## config.mk

```make
export PLATFORM = sky130hd
export DESIGN_NAME = smvm_ram
export DESIGN_NICKNAME = d
export VERILOG_FILES = /design/src/rtl/smvm_ram.sv
export SDC_FILE = /design/constraint.sdc
export NUM_CORES = 2
export LEC_CHECK = 0
export CORE_UTILIZATION = 45
export CTS_CLUSTER_SIZE = 20
export DETAILED_ROUTE_END_ITERATION = 7
export DONT_BUFFER_PORTS = 1
export PLACE_DENSITY = 0.71
export REMOVE_ABC_BUFFERS = 1
export SLEW_MARGIN = 40
export SYNTH_ARGS = -nofsm -noshare
export SYNTH_HDL_FRONTEND = slang
export SYNTH_SLANG_ARGS = --single-unit
```

## constraint.sdc

```tcl
create_clock -name i_clk -period 4.1 [get_ports i_clk]
set_clock_uncertainty 0.05 [all_clocks]
set_input_delay 0.205 -clock i_clk [delete_from_list [all_inputs] [get_ports i_clk]]
set_output_delay 0.205 -clock i_clk [all_outputs]
set_load 0.05 [all_outputs]
```

## src/rtl/smvm_ram.sv

```systemverilog
// Generic single-write, single-read RAM with registered read data.
module smvm_ram #(
    parameter int WIDTH = 32,
    parameter int DEPTH = 64
) (
    input  logic                     i_clk,
    input  logic                     i_wr_en,
    input  logic [$clog2(DEPTH)-1:0] i_wr_addr,
    input  logic [WIDTH-1:0]         i_wr_data,
    input  logic                     i_rd_en,
    input  logic [$clog2(DEPTH)-1:0] i_rd_addr,
    output logic [WIDTH-1:0]         o_rd_data
);

    logic [WIDTH-1:0] r_mem [DEPTH];
    logic [WIDTH-1:0] r_rd_data;

    always_ff @(posedge i_clk) begin
        if (i_wr_en) begin
            r_mem[i_wr_addr] <= i_wr_data;
        end
        if (i_rd_en) begin
            r_rd_data <= r_mem[i_rd_addr];
        end
    end

    assign o_rd_data = r_rd_data;

endmodule

```

# Word level (Yosys, flattened, before mapping)
# Memories as Yosys holds them, arrays and structs flattened. A register that Yosys moved wholly into a read port is not among the register bits.
# Index checks and enable logic that the tools add are counted.
word_totals:
  regBits: 0
  ramBits: 2048
  output_inout_bits: 32
  word_cells: 3
  mem_count: 1
classes:
  mux: 2
mem_list:
  columns: ["name", "depth", "width", "rd", "rd_ports_with_merged_regs", "write_ports", "line", "source"]
  rows:
  - ["r_mem", 64, 32, 1, 1, 1, "15", "logic [WIDTH-1:0] r_mem [DEPTH];"]
ops:
  columns: ["operator", "count"]
  rows:
  - ["1-bit two-way mux", 2]

# Longest topological paths before layout
logic_depth:
  ltp_word: 2
  ltp_mapped: 10

# Worst setup path before layout
# OpenSTA, ideal clock, no wires.
synth_path:
  path_type: "input port to flip-flop"
  start: "in i_wr_addr[3]"
  end: "mem r_mem[48][0], enable pin"
  setup_ps: 461
  arrival_ps: 2904
  t_required_ps: 3589
  setup_slack_ps: 685
  cell_stages: 4
  path_buffers: 1
  cell_sequence: "clkbuf_1 -> nor2b_1 -> nand4b_1 -> nor3_1"
synth_lines:
  columns: ["item", "line", "source"]
  rows:
  - ["from (decl)", "8", "input logic [$clog2(DEPTH)-1:0] i_wr_addr,"]
  - ["to (decl)", "15", null]
# No word-level cell before the write port.

==> metrics.csv <==
metric;value;unit
top cells by area, synth;edfxtp_1 (79%), mux4_2 (16%), mux2i_1 (1.2%), o22ai_1 (0.67%), nor2_1 (0.65%);
ANT nets after route;0;
Die ar.;177000;um2
commonest non-fill, non-tap cells in the layout;edfxtp_1 (2,080), mux4_2 (544), clkbuf_16 (204);
fraction of layout cells with a size suffix above 1;27.5;%
failing checks;slew limit;
Detailed Route WL;195000;um
Via Count;36900;
post-synthesis sequential area ratio;79.2;%
cells after synthesis;3324;
CTS tree;built;
Die X;421;um
worst-margin pin slew;1940;ps
final hold violation count;0;
largest area contributor in the netlist;edfxtp_1;
crit-path most repeated cell;buf_16;
final core occ;51.7;%
Root Buffer;clkbuf_16;
GPL Wtd Cong;0.793;
Mean Syn Cell Area;23.7;um2
initial antenna violation count;4;
commonest non-fill, non-tap cell in the layout;edfxtp_1;
Syn. warnings;0;
leakage;27.7;nW
arrival time worst endpoint;3510;ps
vias in the first global route;37500;
worst slack, placed;352;ps
CP top delay family;buffers and inverters;
core area;174000;um2
Worst-Skew Late Latency;830;ps
Layout Nets;3562;
Post-CTS Setup Inserts;0;
PortBufs;0;
unique cell type count in the Yosys netlist;33;
fmax;329;MHz
worst hold slack;24.7;ps
row count;153;
Num CTS Buffers;198;
first-pass GRT wire length;274000;um
largest net degree at the start of global routing;387;
RSZ-0062 raised after global routing;false;
synthesized area;78800;um2
PD cells;480;nW/um2
CP Capture Type;register;
status;complete, but fails checks;
FF+latch count, synth;2080;
setup ws final;1060;ps
Critical Path, Cell by Cell;buf_16, buf_16, buf_16, mux4_2, mux4_2, o22ai_1, nor2_1;
Crit Path Class;in -> reg;
Finish-stage setup viols;0;
initial core utilization;45.3;%
count of final max-slew check failures;171;
DR WL/cell;32.4;um
vias per cell;6.15;
Worst IR Drop VDD;0.466;mV
Initial DRT Pass Iterations;6;
GRT Total Usage;22.2;%
post-synth top area share;79.2;%
Finished Cell Area;90000;um2
Max Fanout on Critical Path;73;
clk slew on worst S/H paths;60;ps
max cap viols;0;
Sink Count;2080;
deepest clock path buffer count;3;
post_cts resized;0;
DP Area;82300;um2
fin crit share;74.0;%
Hold Buf Count CTS;82;
Area growth syn-to-layout;14.1;%
initial DRC count;5059;
delay of the slowest critical-path stage;610;ps
IO Pins;79;
detailed placer's ending HPWL;100000;um
HP Class;in -> reg;
min cycle time layout;3040;ps
startpoint types;input port;
die height;421;um
Worst Path Buf+Inv;3;
setup TNS;0;ps
Slew Limit Headroom;-29.3;%
GR Overflow Total;0;
htree depth;4;
DRC;0;
Slowest-stage cell, CP;o22ai_1;
Crit path required time;4580;ps
[stage by stage]
stage | total power, W | std cells
final | 0.0432 | 6004
after global routing | 0.0442 | 6003
after CTS | 0.0433 | 5998
after detailed placement | 0.0256 | 5554
after global placement | 0.0254 | 5545
after floorplan | 0.0251 | 3142
[worst register-to-register path, delay by kind of cell, from the launching register on]
family	cells	cell delay [ps]
multiplexers	2	1020
buffers and inverters	1	580
AO/OA/AOI/OAI	1	440
flip-flops	1	360
AND/OR/NAND/NOR	1	110
[cells by family (layout without fill, tap and decap cells)]
logic type | Yosys count | after routing | synth area share, %
simple gates | 223 | 223 | 1.26
compound gates | 202 | 202 | 1.67
buf+inv | 182 | 535 | 1.12
other cells | 0 | 2 | 0
mux | 637 | 637 | 16.7
flops | 2080 | 2080 | 79.2
[flip-flops by register name, summed over array words and instances (netlist names)]
name and flops:
r_mem 2048, o_rd_data 32
[layer usage]
layer	track usage [%]	vias up	part of all wire, %
met5	0	-	0.013
met4	8.67	4	3.7
met3	5.48	345	10
met2	35.9	2079	49
met1	28.9	19800	37
li1	-	14700	-
[synthesized netlist by cell type]
| cell | number |
|---|---|
| o22ai_1 | 84 |
| nand3b_1 | 5 |
| o32ai_1 | 4 |
| nand2b_1 | 8 |
| buf_1 | 21 |
| clkbuf_1 | 74 |
| nor2_1 | 137 |
| nand4_1 | 2 |
| or2_0 | 1 |
| nor3_1 | 7 |
| a311oi_1 | 8 |
| or3b_1 | 2 |
| or3_1 | 3 |
| and3_1 | 4 |
| nand3_1 | 5 |
| a31oi_1 | 1 |
| edfxtp_1 | 2080 |
| buf_2 | 57 |
| a41o_1 | 4 |
| nor2b_1 | 15 |
| nand2_1 | 26 |
| a21oi_1 | 62 |
| mux2i_1 | 93 |
| mux4_2 | 544 |
| o221ai_1 | 27 |
| or2_1 | 1 |
| buf_4 | 25 |
| nand4b_1 | 1 |
| or2_2 | 1 |
| or3b_2 | 3 |
| buf_6 | 5 |
| and2_1 | 2 |
| a22oi_1 | 12 |
[area by class of cell]
| type | count | area (um2) |
|---|---|---|
| diodes | 2 | 5.00 |
| clock buffers | 244 | 5260 |
| clock inverters | 118 | 891 |
| fillers | 13000 | 84000 |
| multi-input cells | 1062 | 16000 |
| flip-flops and latches | 2080 | 62500 |
| well taps | 2325 | 2910 |
| repair buffers | 173 | 2450 |
[path summary, 6_finish.rpt]
path                             end  cells after the start  slack (ps)                     from
max          o_rd_data[30]$_DFFE_PP_                      7        1060             i_rd_addr[0]
min           r_mem[9][20]$_DFFE_PP_                      2          20                  i_wr_en
max reg2reg  o_rd_data[14]$_DFFE_PP_                      5        1290  r_mem[63][14]$_DFFE_PP_
min reg2reg   o_rd_data[4]$_DFFE_PP_                      4         820   r_mem[29][4]$_DFFE_PP_
[where the power goes]
group	switching, W	internal (W)	leakage, nW
sequential	0.000207	0.0236	18.7
clock	0.00764	0.00981	3.01
combinational	0.00109	0.000857	5.91
(Power assumes the default switching activity.)
