File: src/rtl/smvm_pkg.sv
// Shared constants, codes and types for the sparse matrix-vector multiplier.
package smvm_pkg;

    // Storage sizes.
    localparam int MAX_ROWS    = 64;
    localparam int STORE_DEPTH = 1024;

    // Widths that follow from the storage sizes.
    localparam int ROW_W  = $clog2(MAX_ROWS);
    localparam int LEN_W  = 7;
    localparam int ADDR_W = $clog2(STORE_DEPTH);
    localparam int LINK_W = 11;

    // Arithmetic widths: signed Q16.16 operands, full product, row accumulator.
    localparam int VAL_W   = 32;
    localparam int FRAC_W  = 16;
    localparam int PROD_W  = 2 * VAL_W;
    localparam int TERM_W  = PROD_W - FRAC_W;
    localparam int ACC_W   = TERM_W + ADDR_W + 1;
    localparam int STORE_W = VAL_W + LINK_W;

    // Operation codes carried in the input tuser.
    localparam int OP_W = 2;
    localparam logic [OP_W-1:0] OP_WR_STORE = 2'd0;
    localparam logic [OP_W-1:0] OP_WR_VEC   = 2'd1;
    localparam logic [OP_W-1:0] OP_START    = 2'd2;

    // Input tdata layout, lowest field first.
    localparam int IN_ADDR_LSB = 0;
    localparam int IN_SVAL_LSB = IN_ADDR_LSB + ADDR_W;
    localparam int IN_LINK_LSB = IN_SVAL_LSB + VAL_W;
    localparam int IN_VIDX_LSB = IN_LINK_LSB + LINK_W;
    localparam int IN_VVAL_LSB = IN_VIDX_LSB + ROW_W;
    localparam int IN_BITS     = IN_VVAL_LSB + VAL_W;
    localparam int S_TDATA_W   = ((IN_BITS + 7) / 8) * 8;

    // Output tdata layout, lowest field first; tuser holds saturated, mismatch.
    localparam int OUT_ROW_LSB  = 0;
    localparam int OUT_PROD_LSB = OUT_ROW_LSB + ROW_W;
    localparam int OUT_BITS     = OUT_PROD_LSB + VAL_W;
    localparam int M_TDATA_W    = ((OUT_BITS + 7) / 8) * 8;
    localparam int M_TUSER_W    = 2;
    localparam int USER_SAT     = 0;
    localparam int USER_MISM    = 1;

    // Control word from the sequencer to the multiply-accumulate unit.
    typedef struct packed {
        logic clr;
        logic mul_en;
        logic zero_b;
    } t_mac_ctrl;

endpackage

File: src/rtl/smvm_mac.sv
// Shared multiply-accumulate unit with 32-bit saturation of the row sum.
module smvm_mac (
    input  logic                            i_clk,
    input  logic                            i_rst_n,
    input  smvm_pkg::t_mac_ctrl             i_ctrl,
    input  logic signed [smvm_pkg::VAL_W-1:0] i_op_a,
    input  logic signed [smvm_pkg::VAL_W-1:0] i_op_b,
    output logic [smvm_pkg::VAL_W-1:0]      o_result,
    output logic                            o_sat
);
    import smvm_pkg::*;

    logic signed [PROD_W-1:0] r_prod;
    logic                     r_prod_vld;
    logic signed [ACC_W-1:0]  r_acc;
    logic signed [VAL_W-1:0]  op_b;
    logic [ACC_W-1:0]         term;
    logic [ACC_W-VAL_W:0]     acc_hi;
    logic                     hi_ones;
    logic                     hi_zeros;

    // A column outside the vector contributes nothing.
    assign op_b = i_ctrl.zero_b ? '0 : i_op_b;

    // Product register; the valid flag is control state.
    always_ff @(posedge i_clk) begin
        if (!i_rst_n) begin
            r_prod_vld <= 1'b0;
        end else begin
            r_prod_vld <= i_ctrl.mul_en;
        end
        if (i_ctrl.mul_en) begin
            r_prod <= i_op_a * op_b;
        end
    end

    // Dropping the low fraction bits of a signed product rounds toward minus infinity.
    assign term = {{(ACC_W-TERM_W){r_prod[PROD_W-1]}}, r_prod[PROD_W-1:FRAC_W]};

    // Accumulator: exact row sum, cleared at the start of each row.
    always_ff @(posedge i_clk) begin
        if (i_ctrl.clr) begin
            r_acc <= '0;
        end else if (r_prod_vld) begin
            r_acc <= r_acc + $signed(term);
        end
    end

    // Clamp to the signed 32-bit range when the upper bits are not a pure sign extension.
    assign acc_hi   = r_acc[ACC_W-1:VAL_W-1];
    assign hi_ones  = &acc_hi;
    assign hi_zeros = ~|acc_hi;

    always_comb begin
        if (hi_ones || hi_zeros) begin
            o_result = r_acc[VAL_W-1:0];
            o_sat    = 1'b0;
        end else begin
            o_result = r_acc[ACC_W-1] ? {1'b1, {(VAL_W-1){1'b0}}} : {1'b0, {(VAL_W-1){1'b1}}};
            o_sat    = 1'b1;
        end
    end

endmodule

File: config.mk
export PLATFORM = sky130hd
export DESIGN_NAME = smvm_mac
export DESIGN_NICKNAME = d
export VERILOG_FILES = /design/src/rtl/smvm_pkg.sv /design/src/rtl/smvm_mac.sv
export SDC_FILE = /design/constraint.sdc
export NUM_CORES = 2
export LEC_CHECK = 0
export BUFFER_PORTS_ARGS = -buffer_cell sky130_fd_sc_hd__clkbuf_2
export CAP_MARGIN = 30
export CORE_MARGIN = 2
export CORE_UTILIZATION = 65
export CTS_CLUSTER_SIZE = 20
export DETAILED_ROUTE_END_ITERATION = 7
export PLACE_DENSITY = 0.82
export SYNTH_ARGS = -nofsm -noshare
export SYNTH_HDL_FRONTEND = slang
export SYNTH_SLANG_ARGS = --single-unit
File: constraint.sdc
create_clock -name i_clk -period 15.3 [get_ports i_clk]
set_input_delay 3.06 -clock i_clk [delete_from_list [all_inputs] [get_ports i_clk]]
set_output_delay 3.06 -clock i_clk [all_outputs]
set_load 0.01 [all_outputs]
== Word-level counts from Yosys, hierarchy flattened ==
Index checks and enable logic that the tools add are counted.

* Mux-type cells: 4
* Reductions and logical operators: 4
* Add/subtract/negate cells: 1
* $mul: 1

{| class="wikitable"
|+ Operator list
! kind !! number
|-
| $mux W32 || 3
|-
| $mul A32 B32 Y64 || 1
|-
| $add A59 B48 Y59 || 1
|-
| $reduce_and A28 Y1 || 1
|-
| $reduce_or A28 Y1 || 1
|-
| $logic_not A1 Y1 || 1
|-
| $logic_or A1 B1 Y1 || 1
|-
| $mux W1 || 1
|}

* Register bits: 124
* Input bits: 69
* Word-level logic and storage cells: 13

== Logic depth before layout (Yosys ltp) ==
* Depth after elaboration: 4
* Mapped depth: 30
* Depth with buffers taken out: 28

== Worst setup path after synthesis ==
No wires, ideal clock.

* Path type: input -> register
* Start: in i_ctrl[0] (netlist name)
* End: reg r_prod[61] (data pin)
* Data required time: 15041 ps
* Cell stages on the path: 28
* Data arrival time: 10589 ps
* Slack: 4452 ps
* Buffers on the path: 3
* Cells stage by stage: clkbuf_1 -> nor2b_1 -> clkbuf_1 -> nand2_1 -> inv_1 -> fa_1 -> inv_1 -> fa_1 -> inv_1 -> fa_1 -> fa_1 -> inv_1 -> fa_1 -> inv_1 -> fa_1 -> fa_1 -> fa_1 -> ha_1 -> clkbuf_1 -> a21o_1 -> a21oi_1 -> o21ai_0 -> a21oi_1 -> o21ai_0 -> a41oi_1 -> o21ai_1 -> nor4b_1 -> a211o_1

* Cells in the longest elaborated chain, start to end: 2

{| class="wikitable"
|+ Ends and longest elaborated chain
! what !! RTL line !! RTL
|-
| start, declared || smvm_mac.sv:5 || <nowiki>input smvm_pkg::t_mac_ctrl i_ctrl,</nowiki>
|-
| $mux W32 || smvm_mac.sv:23 || <nowiki>assign op_b = i_ctrl.zero_b ? '0 : i_op_b;</nowiki>
|-
| $mul A32 B32 Y64 || smvm_mac.sv:33 || <nowiki>r_prod <= i_op_a * op_b;</nowiki>
|-
| end signal, assigned || smvm_mac.sv:33 ||
|-
| end, declared || smvm_mac.sv:13 || <nowiki>logic signed [PROD_W-1:0] r_prod;</nowiki>
|}

Every way passes these cells.
A chain may end at the register's enable or synchronous reset.

== Worst setup path after layout ==
Ends and elaborated chain as after synthesis.

==> qor.csv <==
metric,value,unit
cts_hold_buf,0,
pre_cts_slack,2930,ps
cts.sinks,108,
num_vias,31900,
synth_compound_area_frac,0.0642,
clkLatencyLatePin,370,ps
wl_per_cell,21.2,um
nFillCells,4986,
synth_warnings,0,
drt-pass1-iter-count,5,
clock_path_buffers,2,
syn2layout_area_growth,3.16,%
antenna_found_initial,0,
maxCapViolations,0,
drv_slew,0,
synth_edf_count,48,
io_buffers,101,
min_period,12050,ps
synth_mux_area_frac,0.00926,
timing.hold.ws,500,ps
finalSetupViolCount,0,
post-cts-setup-buffers,0,
synth_fp_nets,6064,
crit_path_max_fanout,32,
slew_headroom,0.266,
ios,102,
gp_congestion,0.987,
layout.area.seq,2640,um2
grt_pass1_wl,186000,um
cts_resized,0,
synth_flop_cell,dfxtp_1,
postRouteAntennaNets,0,
setup_tns,0,ps
final_hold_viol_count,0,
start_util,0.657,
fin_cells,5436,
async_reset_ff_frac,0,
synth.avg_cell_area,9.25,um2
drive_above_1_share,0.0466,
yosys.area_share.simple,0.163,
worst_slack,3250,ps
synthXorXnorAreaFrac,0.0221,
worstSetupEndpointType,flop,
setup.worst_path.start_class,input pin,
rows,94,
h-tree-depth,3,
seq_area_frac_synth,0.0611,
cts_tree,yes,
path_class,in -> reg,
synth_top_family_by_area,adder cells,
drt_wl_total,115000,um
die_h,262,um
crit_top_cell,fa_1,
dieWidth,262,um
dpl.cell_count,5417,
crit_slowest_cell,nor2b_4,
grt_pass1_vias,34700,
ys_seq_elements,108,
post-route-period-util,0.788,
num_antenna_cells,0,
multiInputGateArea,36000,um2
tightestPinTransition,1100,ps
grtUsageTotal,0.355,
overflow,0,
drtIter0Drc,2706,
numCtsBuffers,9,
clk_pin_slew,70,ps
synthAdderAreaFrac,0.570,
hp-class,reg -> reg,
skew,17.7,ps
crit_required,15420,ps
layout.nets,5956,
run_status,"complete, no violations",
yosysUniqueCellTypes,80,
rsz0062_at_grt,no,
coreArea,65900,um2
max_freq,83.0,MHz
vias_per_cell,5.87,
place_hpwl,88000,um
grt_max_degree,72,
drc_errors,0,
cp_slowest_stage_delay,780,ps
syn_area,43200,um2
critical_path_arrival,12170,ps
synth_cells,4675,
clock-root-buffer,clkbuf_16,
die-area,68600,um2
path summary, 6_finish.rpt:
path	slack [ps]	startpoint	to	cells past startpoint
min	500	r_acc[55]	r_acc[55]	2
max	3250	i_ctrl[0]	r_prod[61]	27
max reg2reg	11690	r_acc[0]	r_acc[38]	13
min reg2reg	500	r_acc[55]	r_acc[55]	2
Yosys cell counts (8+ instances only):
cell,number,area share
nor3_1,19,0.0022
dfxtp_1,60,0.028
fa_1,1082,0.50
mux2i_1,40,0.0093
a31oi_1,13,0.0019
a211oi_1,14,0.0024
clkbuf_1,240,0.021
inv_1,1010,0.088
xnor2_1,78,0.016
o21ai_1,8,0.00093
o21ai_0,91,0.011
o21a_1,11,0.0019
xor2_1,31,0.0063
o21bai_1,20,0.0035
nand4_1,32,0.0046
or2_2,10,0.0014
a21o_1,72,0.013
and2_1,507,0.073
nor4_1,9,0.0013
nand2b_1,18,0.0026
a21oi_1,128,0.015
nand3_1,21,0.0024
edfxtp_1,48,0.033
ha_1,238,0.069
nor2b_1,48,0.0069
nand2_1,564,0.049
nor2_1,124,0.011
and3_1,16,0.0023
placed cells by master, fill, tap and decap left out, types with 32 or more instances in the layout:
cell / n
inv_1: 1010
ha_1: 238
a21o_1: 72
mux2i_1: 40
nor2_1: 124
nand4_1: 32
clkbuf_2: 101
nand2_1: 564
dfxtp_1: 59
and2_1: 507
xnor2_1: 78
a21oi_1: 127
fa_1: 1082
edfxtp_1: 48
o21ai_0: 91
flip-flops by register name (all words and copies together), names as in the netlist:
signal and cells:
r_prod_vld 1, r_acc 59, r_prod 48
routing by layer:
layer | global-route usage | vias up | routed length (um)
li1 | - | 13700 | -
met1 | 0.469 | 16000 | 43500
met2 | 0.562 | 1846 | 52700
met3 | 0.107 | 323 | 14500
met4 | 0.130 | 0 | 4400
met5 | 0 | - | 0
logic make-up after synthesis:
logic type | count (synthesis)
buf+inv | 1264
mux | 40
fa+ha+maj | 1320
simple gates | 1401
flops | 108
compound gates | 433
xor+xnor | 109
through the flow:
stage	area [um2]	utilization
after detailed placement	44300	0.672
after CTS	44500	0.676
after global routing	44600	0.677
after global placement	44200	0.672
final	44600	0.677
after floorplan	43200	-
final cells by class:
type	instances	share of cell area
repair buffers	134	0.0183
flip-flops and latches	108	0.0593
multi-input cells	3303	0.807
inverters	1011	0.0851
clock buffers	10	0.00513
clock inverters	6	0.00107
well taps	864	0.0242
worst max-delay path, delay by kind of cell:
family                   cells  cell delay [ps]
adder cells (fa/ha/maj)      9             4200
AO/OA/AOI/OAI                8             2380
AND/OR/NAND/NOR              4             1340
buffers and inverters        6             1130
Power is left out: the tool's default activity adds up to more than one toggle a clock period on the data nets, which glitch-free logic cannot reach.
